**src/ffwrl_pkg.sv**
```systemverilog
`timescale 1ns / 1ps

package ffwrl_pkg;

   localparam int ACCT_W      = 6;
   localparam int ACCT_CODES  = 1 << ACCT_W;
   localparam int NOW_W       = 39;
   localparam int DATE_W      = 40;
   localparam int COUNT_W     = 16;
   localparam int WIN_W       = 32;
   localparam int AGE_DAYS_W  = 16;
   localparam int AGE_LIMIT_W = 33;
   localparam int CSR_IDX_W   = 3;
   localparam int CSR_DATA_W  = 32;

   localparam logic [AGE_LIMIT_W-1:0] SECS_PER_DAY = AGE_LIMIT_W'(86400);
   localparam logic [WIN_W-1:0]       WIN_RESET    = WIN_W'(3600);
   localparam logic [COUNT_W-1:0]     COUNT_MAX    = '1;

   localparam logic [CSR_IDX_W-1:0] CSR_ENABLE         = CSR_IDX_W'(0);
   localparam logic [CSR_IDX_W-1:0] CSR_SKIP_AUTOMATED = CSR_IDX_W'(1);
   localparam logic [CSR_IDX_W-1:0] CSR_MAX_AGE_DAYS   = CSR_IDX_W'(2);
   localparam logic [CSR_IDX_W-1:0] CSR_WINDOW_SECONDS = CSR_IDX_W'(3);
   localparam logic [CSR_IDX_W-1:0] CSR_MAX_PER_WINDOW = CSR_IDX_W'(4);

   typedef enum logic [2:0] {
      VERDICT_ADMITTED = 3'd0,
      VERDICT_DISABLED = 3'd1,
      VERDICT_STATE    = 3'd2,
      VERDICT_AUTO     = 3'd3,
      VERDICT_AGE      = 3'd4,
      VERDICT_RATE     = 3'd5
   } verdict_type;

   typedef struct packed {
      logic                   enable;
      logic                   skip_automated;
      logic [AGE_LIMIT_W-1:0] age_limit;      // max_age_days * 86400, zero = off
      logic [WIN_W-1:0]       window_seconds;
      logic [COUNT_W-1:0]     max_per_window;
   } cfg_type;

   typedef struct packed {
      logic [NOW_W-1:0]   start;
      logic [COUNT_W-1:0] count;
   } entry_type;

   localparam int ENTRY_W = $bits(entry_type);

endpackage

```
**src/ffwrl_ram.sv**
```systemverilog
`timescale 1ns / 1ps

module ffwrl_ram #(
   parameter int WIDTH = 8,
   parameter int DEPTH = 64
) (
   input  logic                                  clock,
   input  logic                                  wr_en,
   input  logic [(DEPTH > 1 ? $clog2(DEPTH) : 1)-1:0] wr_addr,
   input  logic [WIDTH-1:0]                      wr_data,
   input  logic [(DEPTH > 1 ? $clog2(DEPTH) : 1)-1:0] rd_addr,
   output logic [WIDTH-1:0]                      rd_data
);

   logic [WIDTH-1:0] mem_ff [DEPTH];
   logic [WIDTH-1:0] rd_data_ff;

   always_ff @(posedge clock) begin
      if (wr_en) begin
         mem_ff[wr_addr] <= wr_data;
      end
      rd_data_ff <= mem_ff[rd_addr];
   end

   assign rd_data = rd_data_ff;

endmodule

```
**src/ffwrl_csr.sv**
```systemverilog
`timescale 1ns / 1ps

module ffwrl_csr (
   input  logic                                clock,
   input  logic                                reset,
   input  logic                                csr_valid,
   output logic                                csr_ready,
   input  logic [ffwrl_pkg::CSR_IDX_W-1:0]     csr_index,
   input  logic [ffwrl_pkg::CSR_DATA_W-1:0]    csr_data,
   output ffwrl_pkg::cfg_type                  cfg
);

   ffwrl_pkg::cfg_type cfg_ff;
   ffwrl_pkg::cfg_type cfg_in;

   always_comb begin
      cfg_in = cfg_ff;
      if (csr_valid) begin
         case (csr_index)
            ffwrl_pkg::CSR_ENABLE: begin
               cfg_in.enable = csr_data[0];
            end
            ffwrl_pkg::CSR_SKIP_AUTOMATED: begin
               cfg_in.skip_automated = csr_data[0];
            end
            ffwrl_pkg::CSR_MAX_AGE_DAYS: begin
               cfg_in.age_limit =
                  ffwrl_pkg::AGE_LIMIT_W'(csr_data[ffwrl_pkg::AGE_DAYS_W-1:0])
                  * ffwrl_pkg::SECS_PER_DAY;
            end
            ffwrl_pkg::CSR_WINDOW_SECONDS: begin
               cfg_in.window_seconds = csr_data[ffwrl_pkg::WIN_W-1:0];
            end
            ffwrl_pkg::CSR_MAX_PER_WINDOW: begin
               cfg_in.max_per_window = csr_data[ffwrl_pkg::COUNT_W-1:0];
            end
            default: begin
               cfg_in = cfg_ff;
            end
         endcase
      end
   end

   always_ff @(posedge clock) begin
      if (reset) begin
         cfg_ff.enable         <= 1'b0;
         cfg_ff.skip_automated <= 1'b0;
         cfg_ff.age_limit      <= '0;
         cfg_ff.window_seconds <= ffwrl_pkg::WIN_RESET;
         cfg_ff.max_per_window <= '0;
      end else begin
         cfg_ff <= cfg_in;
      end
   end

   assign csr_ready = 1'b1;
   assign cfg       = cfg_ff;

endmodule

```
**src/filtered_fixed_window_rate_limiter_unit.sv**
```systemverilog
`timescale 1ns / 1ps

// Message admission filter with a per-account fixed-window rate limiter. One
// request is taken per clock (start high while busy is low); its verdict
// appears on the rsp_ ports, marked by rsp_valid, after the request register
// (with the window table read) and the result register (decision and write
// back). Back-to-back requests on the same account are forwarded, so the rate
// stays at one request per cycle. The receiver cannot stall: every result is
// shown for one cycle only. After reset the window table is cleared one entry
// per cycle, so busy stays high until the sweep ends; configuration
// writes are taken during that time and always (csr_ready is tied high).
module filtered_fixed_window_rate_limiter_unit #(
   parameter int ACCOUNTS = 64
) (
   input  logic                                 clock,
   input  logic                                 reset,
   input  logic                                 start,
   output logic                                 busy,
   input  logic [ffwrl_pkg::ACCT_W-1:0]         req_account_index,
   input  logic [ffwrl_pkg::NOW_W-1:0]          req_now_seconds,
   input  logic signed [ffwrl_pkg::DATE_W-1:0]  req_msg_date,
   input  logic                                 req_seen,
   input  logic                                 req_deleted,
   input  logic                                 req_draft,
   input  logic                                 req_automated,
   output logic                                 rsp_valid,
   output logic                                 rsp_admitted,
   output logic [2:0]                           rsp_verdict,
   input  logic                                 csr_valid,
   output logic                                 csr_ready,
   input  logic [ffwrl_pkg::CSR_IDX_W-1:0]      csr_index,
   input  logic [ffwrl_pkg::CSR_DATA_W-1:0]     csr_data
);

   localparam int IDX_W = (ACCOUNTS > 1) ? $clog2(ACCOUNTS) : 1;
   localparam logic [IDX_W-1:0] LAST_IDX = IDX_W'(ACCOUNTS - 1);

   ffwrl_pkg::cfg_type cfg;

   ffwrl_csr u_csr (
      .clock     (clock),
      .reset     (reset),
      .csr_valid (csr_valid),
      .csr_ready (csr_ready),
      .csr_index (csr_index),
      .csr_data  (csr_data),
      .cfg       (cfg)
   );

   // account code to table entry (code modulo ACCOUNTS)
   logic [IDX_W-1:0] acct_map [ffwrl_pkg::ACCT_CODES];

   for (genvar g = 0; g < ffwrl_pkg::ACCT_CODES; g++) begin : g_map
      assign acct_map[g] = IDX_W'(g % ACCOUNTS);
   end

   logic accept;
   logic clr_ff, clr_in;
   logic [IDX_W-1:0] clr_addr_ff, clr_addr_in;

   logic                                s1_valid_ff;
   logic [IDX_W-1:0]                    s1_idx_ff;
   logic [ffwrl_pkg::NOW_W-1:0]         s1_now_ff;
   logic signed [ffwrl_pkg::DATE_W-1:0] s1_date_ff;
   logic                                s1_state_ff;
   logic                                s1_auto_ff;

   logic                 fwd_valid_ff, fwd_valid_in;
   logic [IDX_W-1:0]     fwd_idx_ff;
   ffwrl_pkg::entry_type fwd_entry_ff;

   logic                   rsp_valid_ff;
   logic                   rsp_admitted_ff;
   ffwrl_pkg::verdict_type rsp_verdict_ff, verdict_in;

   logic [ffwrl_pkg::ENTRY_W-1:0] rd_data;
   ffwrl_pkg::entry_type          entry_cur, entry_new;
   logic                          tbl_we;
   logic                          ram_we;
   logic [IDX_W-1:0]              ram_wr_addr;
   logic [ffwrl_pkg::ENTRY_W-1:0] ram_wr_data;

   logic signed [ffwrl_pkg::DATE_W:0]  age_diff;
   logic signed [ffwrl_pkg::NOW_W:0]   win_diff;
   logic                               undated, too_old, expired, restart, limited;
   logic [ffwrl_pkg::COUNT_W-1:0]      count_eff;

   assign accept = start & ~clr_ff;
   assign busy   = clr_ff;

   // clearing sweep after reset
   always_comb begin
      clr_in      = clr_ff;
      clr_addr_in = clr_addr_ff;
      if (clr_ff) begin
         clr_addr_in = clr_addr_ff + IDX_W'(1);
         if (clr_addr_ff == LAST_IDX) begin
            clr_in = 1'b0;
         end
      end
   end

   always_ff @(posedge clock) begin
      if (reset) begin
         clr_ff      <= 1'b1;
         clr_addr_ff <= '0;
      end else begin
         clr_ff      <= clr_in;
         clr_addr_ff <= clr_addr_in;
      end
   end

   // request register
   always_ff @(posedge clock) begin
      if (reset) begin
         s1_valid_ff <= 1'b0;
      end else begin
         s1_valid_ff <= accept;
      end
      s1_idx_ff   <= acct_map[req_account_index];
      s1_now_ff   <= req_now_seconds;
      s1_date_ff  <= req_msg_date;
      s1_state_ff <= req_seen | req_deleted | req_draft;
      s1_auto_ff  <= req_automated;
   end

   assign ram_we      = tbl_we | clr_ff;
   assign ram_wr_addr = clr_ff ? clr_addr_ff : s1_idx_ff;
   assign ram_wr_data = clr_ff ? '0 : entry_new;

   ffwrl_ram #(
      .WIDTH (ffwrl_pkg::ENTRY_W),
      .DEPTH (ACCOUNTS)
   ) u_table (
      .clock   (clock),
      .wr_en   (ram_we),
      .wr_addr (ram_wr_addr),
      .wr_data (ram_wr_data),
      .rd_addr (acct_map[req_account_index]),
      .rd_data (rd_data)
   );

   // entry written last cycle is not yet in the read data
   assign entry_cur = (fwd_valid_ff && (fwd_idx_ff == s1_idx_ff)) ?
                      fwd_entry_ff : ffwrl_pkg::entry_type'(rd_data);

   assign undated  = s1_date_ff[ffwrl_pkg::DATE_W-1] | (s1_date_ff == '0);
   assign age_diff = $signed({2'b00, s1_now_ff})
                     - $signed({s1_date_ff[ffwrl_pkg::DATE_W-1], s1_date_ff});
   assign too_old  = age_diff > $signed({8'b0, cfg.age_limit});

   assign win_diff = $signed({1'b0, s1_now_ff}) - $signed({1'b0, entry_cur.start});
   assign expired  = !win_diff[ffwrl_pkg::NOW_W]
                     && (win_diff[ffwrl_pkg::NOW_W-1:0] >= {7'b0, cfg.window_seconds});
   assign restart  = (entry_cur.start == '0) || expired;
   assign count_eff = restart ? '0 : entry_cur.count;
   assign limited  = (cfg.max_per_window != '0) && (count_eff >= cfg.max_per_window);

   always_comb begin
      tbl_we          = 1'b0;
      entry_new.start = restart ? s1_now_ff : entry_cur.start;
      entry_new.count = count_eff;
      if (!limited && (count_eff != ffwrl_pkg::COUNT_MAX)) begin
         entry_new.count = count_eff + ffwrl_pkg::COUNT_W'(1);
      end
      if (!cfg.enable) begin
         verdict_in = ffwrl_pkg::VERDICT_DISABLED;
      end else if (s1_state_ff) begin
         verdict_in = ffwrl_pkg::VERDICT_STATE;
      end else if (cfg.skip_automated && s1_auto_ff) begin
         verdict_in = ffwrl_pkg::VERDICT_AUTO;
      end else if ((cfg.age_limit != '0) && (undated || too_old)) begin
         verdict_in = ffwrl_pkg::VERDICT_AGE;
      end else begin
         tbl_we     = s1_valid_ff;
         verdict_in = limited ? ffwrl_pkg::VERDICT_RATE : ffwrl_pkg::VERDICT_ADMITTED;
      end
   end

   assign fwd_valid_in = tbl_we;

   always_ff @(posedge clock) begin
      if (reset) begin
         fwd_valid_ff <= 1'b0;
         rsp_valid_ff <= 1'b0;
      end else begin
         fwd_valid_ff <= fwd_valid_in;
         rsp_valid_ff <= s1_valid_ff;
      end
      fwd_idx_ff      <= s1_idx_ff;
      fwd_entry_ff    <= entry_new;
      rsp_verdict_ff  <= verdict_in;
      rsp_admitted_ff <= (verdict_in == ffwrl_pkg::VERDICT_ADMITTED);
   end

   assign rsp_valid    = rsp_valid_ff;
   assign rsp_admitted = rsp_admitted_ff;
   assign rsp_verdict  = rsp_verdict_ff;

endmodule
```
**config.mk**
```make
export PLATFORM = sky130hd
export DESIGN_NAME = filtered_fixed_window_rate_limiter_unit
export DESIGN_NICKNAME = d
export VERILOG_FILES = /design/src/ffwrl_pkg.sv /design/src/ffwrl_ram.sv /design/src/ffwrl_csr.sv /design/src/filtered_fixed_window_rate_limiter_unit.sv
export SDC_FILE = /design/constraint.sdc
export NUM_CORES = 2
export LEC_CHECK = 0
export BUFFER_PORTS_ARGS = -buffer_cell sky130_fd_sc_hd__buf_2
export CAP_MARGIN = 10
export CORE_UTILIZATION = 55
export CTS_CLUSTER_SIZE = 30
export DETAILED_ROUTE_END_ITERATION = 8
export GPL_TIMING_DRIVEN = 0
export PLACE_DENSITY = 0.71
export SLEW_MARGIN = 15
export SYNTH_ARGS = -nofsm -noshare
export SYNTH_HDL_FRONTEND = slang
export SYNTH_SLANG_ARGS = --single-unit
```
**constraint.sdc**
```tcl
create_clock -name clock -period 37.9 [get_ports clock]
set_input_delay 1.895 -clock clock [delete_from_list [all_inputs] [get_ports clock]]
set_output_delay 1.895 -clock clock [all_outputs]
set_load 0.01 [all_outputs]
```
* Word-level counts from Yosys, hierarchy flattened
Memory sizes are Yosys's and may differ from the RTL's. A register that Yosys moved wholly into a read port is not among the register bits.
Index checks and enable logic that the tools add are counted.
** Word-level totals
- ROM bits :: 384
- Memories kept :: 2
- Output and inout port bits :: 7
- Logic and storage cells :: 87
- RAM bits :: 3520
- Register bits after elaboration :: 238
- Input port bits :: 128
** Cells by class
- Multipliers :: 1
- $add $sub $neg :: 4
- Reductions and logical operators :: 21
- Eq/ne operators :: 7
- Mux-type cells :: 21
- Bitwise logic cells :: 7
- Order comparisons :: 4
** Memory list
- u_table.mem_ff :: words 64, bits a word 55, read ports 1, clocked after Yosys merged registers in 1, write ports 1, RTL line ffwrl_ram.sv:15 : logic [WIDTH-1:0] mem_ff [DEPTH];
- (no name shown) :: words 64, bits a word 6, read ports 1, clocked after Yosys merged registers in 0, write ports 0, RTL line filtered_fixed_window_rate_limiter_unit.sv:139 : .rd_addr (acct_map[req_account_index]),
** Operators by type and width (count)
- $mux W55 :: 2
- $gt A41 B34 Y1 :: 1
- $sub A40 B40 Y41 :: 1
- $logic_not A40 Y1 :: 1
- $sub A39 B39 Y40 :: 1
- $ge A39 B32 Y1 :: 1
- $logic_not A39 Y1 :: 1
- $mux W39 :: 1
- $reduce_bool A33 Y1 :: 1
- $mux W16 :: 2
- $mul A16 B10 Y26 const B :: 1
- $mux W6 :: 3
- $add A16 B1 Y16 const B :: 1
- $ge A16 B16 Y1 :: 1
- $ne A16 B16 Y1 const B :: 1
- $reduce_bool A16 Y1 :: 1
- $mux W3 :: 5
- $reduce_and A2 Y1 :: 5
- $mux W1 :: 8
- $ge A7 B7 Y1 const B :: 1
- $not A6 Y7 :: 1
- $add A6 B1 Y6 const B :: 1
- $eq A3 B2 Y1 const B :: 2
- $eq A6 B6 Y1 :: 1
- 10 further kinds :: 21

* Longest topological paths before layout
- Depth after elaboration :: 16
- Gate-level depth with buffers :: 52
- Depth with buffers taken out :: 45

* Modules after synthesis
From an unflattened synthesis, not the netlist that was laid out.
** Second synthesis, totals
- Cell total of the unflattened synthesis :: 8006
- Area, all modules :: 152811.6 um2
** Modules (own cells, without submodules)
- ffwrl_ram :: area an instance 134024.8 um2, sequential area each 106802.4 um2, cells each 5701, instances 1
- filtered_fixed_window_rate_limiter_unit :: area an instance 13336.5 um2, sequential area each 3243.1 um2, cells each 1661, instances 1
- ffwrl_csr :: area an instance 5450.2 um2, sequential area each 1521.5 um2, cells each 644, instances 1

* Worst setup path after synthesis
No wires, ideal clock.
- Path type :: flip-flop to flip-flop
- Start :: register s1_idx_ff[5]
- End :: memory u_table.mem_ff[0][1] in the netlist's numbering, data pin
- Required time :: 37.181 ns
- Buffers on the path :: 8
- Library setup time :: 0.719 ns
- Cell stages (with the launch flop) :: 52
- Clock period less this slack :: 12.954 ns
- Arrival :: 12.235 ns
- Slack :: 24.946 ns
- Cells stage by stage :: dfxtp_1 -> buf_6 -> xor2_2 -> or4b_4 -> nor2_4 -> clkbuf_1 -> clkbuf_1 -> buf_2 -> buf_1 -> nand2_1 -> nand2_1 -> ha_1 -> inv_1 -> ha_1 -> o311ai_1 -> a21boi_1 -> o21a_1 -> maj3_1 -> [16 not listed] -> buf_2 -> buf_2 -> buf_2 -> nor2_1 -> ha_1 -> a21o_1 -> a21o_1 -> a21o_1 -> a21o_1 -> a21o_1 -> a21o_1 -> a21o_1 -> a21oi_1 -> o311a_1 -> nor2_1 -> inv_1 -> nand2_1 -> o31ai_1
** Between the ends
- Cells in the longest elaborated chain, start to end :: 14
- Elaborated cells on any way between the ends :: 18
- Those cells by class :: add/sub: 2; order compare: 2; eq/ne: 2; mux: 4; reduce/logical: 8
** Ends and longest elaborated chain
- start, declared :: RTL line filtered_fixed_window_rate_limiter_unit.sv:62 : logic [IDX_W-1:0] s1_idx_ff;
- $eq A6 B6 Y1 (*) :: RTL line filtered_fixed_window_rate_limiter_unit.sv:144 : assign entry_cur = (fwd_valid_ff && (fwd_idx_ff == s1_idx_ff)) ?
- $logic_and A1 B1 Y1 (*) :: RTL line filtered_fixed_window_rate_limiter_unit.sv:144
- $mux W55 (*) :: RTL line filtered_fixed_window_rate_limiter_unit.sv:144
- $sub A39 B39 Y40 :: RTL line filtered_fixed_window_rate_limiter_unit.sv:152 : assign win_diff = $signed({1'b0, s1_now_ff}) - $signed({1'b0, entry_cur.start});
- $ge A39 B32 Y1 / $logic_not A1 Y1 (equally long branches) :: RTL line filtered_fixed_window_rate_limiter_unit.sv:154, filtered_fixed_window_rate_limiter_unit.sv:153
- $logic_and A1 B1 Y1 :: RTL line filtered_fixed_window_rate_limiter_unit.sv:154 : && (win_diff[ffwrl_pkg::NOW_W-1:0] >= {7'b0, cfg.window_seconds});
- $logic_or A1 B1 Y1 :: RTL line filtered_fixed_window_rate_limiter_unit.sv:155 : assign restart = (entry_cur.start == '0) || expired;
- $mux W16 (*) :: RTL line filtered_fixed_window_rate_limiter_unit.sv:156 : assign count_eff = restart ? '0 : entry_cur.count;
- $ge A16 B16 Y1 :: RTL line filtered_fixed_window_rate_limiter_unit.sv:157 : assign limited = (cfg.max_per_window != '0) && (count_eff >= cfg.max_per_window);
- $logic_and A1 B1 Y1 :: RTL line filtered_fixed_window_rate_limiter_unit.sv:157
- $logic_not A1 Y1 :: RTL line filtered_fixed_window_rate_limiter_unit.sv:163 : if (!limited && (count_eff != ffwrl_pkg::COUNT_MAX)) begin
- $logic_and A1 B1 Y1 :: RTL line filtered_fixed_window_rate_limiter_unit.sv:163
- $mux W16 (*) :: RTL line filtered_fixed_window_rate_limiter_unit.sv:163
- $mux W55 (*) :: RTL line filtered_fixed_window_rate_limiter_unit.sv:129 : assign ram_wr_data = clr_ff ? '0 : entry_new;
- named net ram_wr_data, one bit :: RTL line filtered_fixed_window_rate_limiter_unit.sv:81 : logic [ffwrl_pkg::ENTRY_W-1:0] ram_wr_data;
- end, declared :: RTL line ffwrl_ram.sv:15
Mark *: on every way through the listed nets, which the timed path passes. The rest lies on a longest branch.

* Worst setup path in the final report
- Start :: register s1_idx_ff[4]
- End :: memory u_table.mem_ff[54][13] in the netlist's numbering, data pin
Same word-level chain as after synthesis.

==> results_dict.tcl <==
set metrics [dict create \
    portBuffers 132 \
    insertion_delay_ps 920 \
    fmax_mhz 67.1 \
    place.gp.congestion 0.934 \
    post_cts_buffers 0 \
    ys_seq_area_frac 0.733 \
    worst_pin_slew_ps 1290 \
    die_w_um 528 \
    synthesis.area_sq_um 152000 \
    status "complete, no violations" \
    nets 8470 \
    dr_total_vias 78797 \
    grt_pass1_vias 79713 \
    cts_root_buf "clkbuf_16" \
    drive_gt1_frac 0.277 \
    die_y_um 528 \
    start_util 0.555 \
    drv_cap 0 \
    postSynthNetCount 7714 \
    post-route-min-period_ps 14910 \
    synthFlopType "edfxtp_1" \
    synth_common_cells "edfxtp_1 (3520), mux4_2 (1145), dfxtp_1 (293), inv_1 (275), nand2_1 (267)" \
    cp_common_cell "a21o_1" \
    powerDensity_nw_per_um2 50.3 \
    cp-start-kind "flop" \
    setup-violations-final 0 \
    leakage_uw 0.0498 \
    cts_tree "done" \
    worst_setup_path_end_kind "flop" \
    synth_top_cell_area_share 0.694 \
    finalPower_uw 8860 \
    cts_buffers 373 \
    clock_skew_ps 62.5 \
    dp_hpwl_mm 282 \
    rsz0062_at_grt "no" \
    busiest_layer "met2" \
    vdd_drop_max_uv 35.9 \
    core_area_sq_um 274000 \
    grt_max_degree 65 \
    overflow 0 \
    synth_enable_flop_cells 3520 \
    die-area_sq_um 279000 \
    arrival_ps 15610 \
    fin_crit_sh 0.393 \
    post_drt_wl_per_cell_um 34.2 \
    synthDistinctLibCells 93 \
    ys_seq_elements 3813 \
    rows 192 \
    async_flop_share 0 \
    max-slew-margin-rel 0.137 \
    syn2layout_area_growth_pct 15.8 \
    synth_area_leaders "edfxtp_1 (69%), mux4_2 (17%), dfxtp_1 (3.9%)" \
    yosysWarnings 0 \
    ios 135 \
    final.setup.tns_ps 0 \
    drt-pass1-iter-count 6 \
    synthCells 7324 \
    htreeDepth 5 \
    use_met1 0.393 \
    drtAntennaViolNets 0 \
    path_clk_slew_ps 60 \
    syn_area_per_cell_sq_um 20.8 \
    critPathRequiredTime_ps 38600 \
    finalWirelength_mm 414 \
    cp_slowest_stage_delay_ps 750 \
    grt_pass1_wl_mm 582 \
    yosysMostFrequentCell "edfxtp_1" \
    gr-usage-met2 0.485 \
    clock_path_buffers 4 \
    timing.final.hold_violations 0 \
    drcViolationCount 0 \
    critPathKind "flop to flop" \
    cts_hold_buf 0 \
    cts-resized-gates 0 \
    min_path_type "flop to flop" \
    grtUsageTotal 0.298 \
    cpMaxStageDelayCell "nor2_4" \
    slew_violations 0 \
    cts_sinks 3813 \
    yosys.area.top_type "edfxtp_1" \
    dr.first_iter.drc_count 10181 \
    cp_max_fo 36 \
    routed_via_density 6.52 \
    grtUsageMet3 0.0614 \
    antenna_found_initial 39 \
]
-- final timing paths --
kind | from | endpoint | slack, ps | depth (start not counted)
max | s1_idx_ff[4]$_DFF_P_ | u_table.mem_ff[54][13]$_DFFE_PP_ | 22990 | 52
min | s1_idx_ff[5]$_DFF_P_ | fwd_idx_ff[5]$_DFF_P_ | 370 | 0
max reg2reg | s1_idx_ff[4]$_DFF_P_ | u_table.mem_ff[54][13]$_DFFE_PP_ | 22990 | 52
min reg2reg | s1_idx_ff[5]$_DFF_P_ | fwd_idx_ff[5]$_DFF_P_ | 370 | 0
-- routing by layer --
layer	routed length (um)	part of all wire	up-vias
li1	-	-	31734
met1	149000	0.36	41279
met2	202000	0.49	4872
met3	43100	0.10	896
met4	19400	0.047	16
met5	122	0.00029	-
-- where the power goes --
group          total (uW)  internal, uW  switching [uW]
Sequential           4600          4570            26.9
Clock                3680          2100            1580
Combinational         584           236             348
Total                8860          6900            1960
-- placed cells by master (no fill, tap or decap), drive strengths merged, types with 18 or more instances in the layout --
| cell | netlist | routed |
|---|---|---|
| edfxtp | 3520 | 3520 |
| mux4 | 1145 | 1145 |
| clkbuf | 237 | 715 |
| buf | 94 | 468 |
| dfxtp | 293 | 293 |
| inv | 275 | 288 |
| nand2 | 268 | 268 |
| ha | 230 | 230 |
| nor2 | 199 | 199 |
| a21oi | 176 | 176 |
| clkinv | 0 | 150 |
| o21ai | 85 | 85 |
| mux2i | 74 | 74 |
| a21o | 72 | 72 |
| nor2b | 72 | 72 |
| xnor2 | 70 | 70 |
| nand3 | 54 | 54 |
| nor4 | 35 | 35 |
| nand2b | 33 | 33 |
| fa | 32 | 32 |
| bufinv | 0 | 32 |
| xor2 | 32 | 32 |
| mux2 | 32 | 32 |
| nor3 | 31 | 31 |
| nand4 | 30 | 30 |
| diode | 0 | 20 |
| o21bai | 18 | 18 |
-- logic make-up (layout without fill, tap and decap cells) --
logic type | Yosys count | after routing | synth area share
AND/OR/NAND/NOR | 795 | 795 | 0.0250
multiplexers | 1251 | 1251 | 0.177
adder cells (fa/ha/maj) | 267 | 267 | 0.0234
flip-flops | 3813 | 3813 | 0.733
buffers and inverters | 606 | 1665 | 0.0152
other | 1 | 21 | 0.0000246
XOR/XNOR | 102 | 102 | 0.00592
AO/OA/AOI/OAI | 489 | 489 | 0.0211
-- critical path: cells and delay by family, from the launching register on --
family | cells | cell delay, ps
xor+xnor | 3 | 520
buf+inv | 9 | 3580
fa+ha+maj | 7 | 2080
compound gates | 22 | 4290
simple gates | 11 | 3630
flops | 1 | 520
-- state kept, by name, indices dropped and copies added, names as in the netlist --
name	count
u_table.mem_ff	3520
u_csr.cfg	76
fwd_entry_ff	55
u_table.rd_data	55
s1_date_ff	40
s1_now_ff	39
clr_addr_ff	6
fwd_idx_ff	6
s1_idx_ff	6
rsp_verdict	3
busy	1
fwd_valid_ff	1
rsp_admitted	1
rsp_valid	1
s1_auto_ff	1
s1_state_ff	1
s1_valid_ff	1
-- cell type report --
class | instances | area (sq um)
plain buffers | 331 | 1340
flip-flops and latches | 3813 | 112000
inverters | 275 | 1030
well taps | 3686 | 4610
multi-input cells | 2905 | 39300
clock inverters | 207 | 1930
repair buffers | 381 | 6340
diodes | 20 | 50.0
clock buffers | 471 | 10000
fillers | 17553 | 98100
-- per-stage QoR --
| step | std cells | utilization | setup slack (ps) | hold slack (ps) | cell area, sq um |
|---|---|---|---|---|---|
| floorplan | 7324 | - | 24950 | 351 | 152000 |
| global placement | 11142 | 0.574 | 18560 | 358 | 158000 |
| detailed placement | 11390 | 0.598 | 23160 | 360 | 164000 |
| CTS | 12068 | 0.642 | 23100 | 369 | 176000 |
| global route | 12076 | 0.642 | 22450 | 385 | 176000 |
| finish | 12089 | 0.642 | 22990 | 368 | 176000 |
No activity file was read; power rests on OpenSTA's default activity.
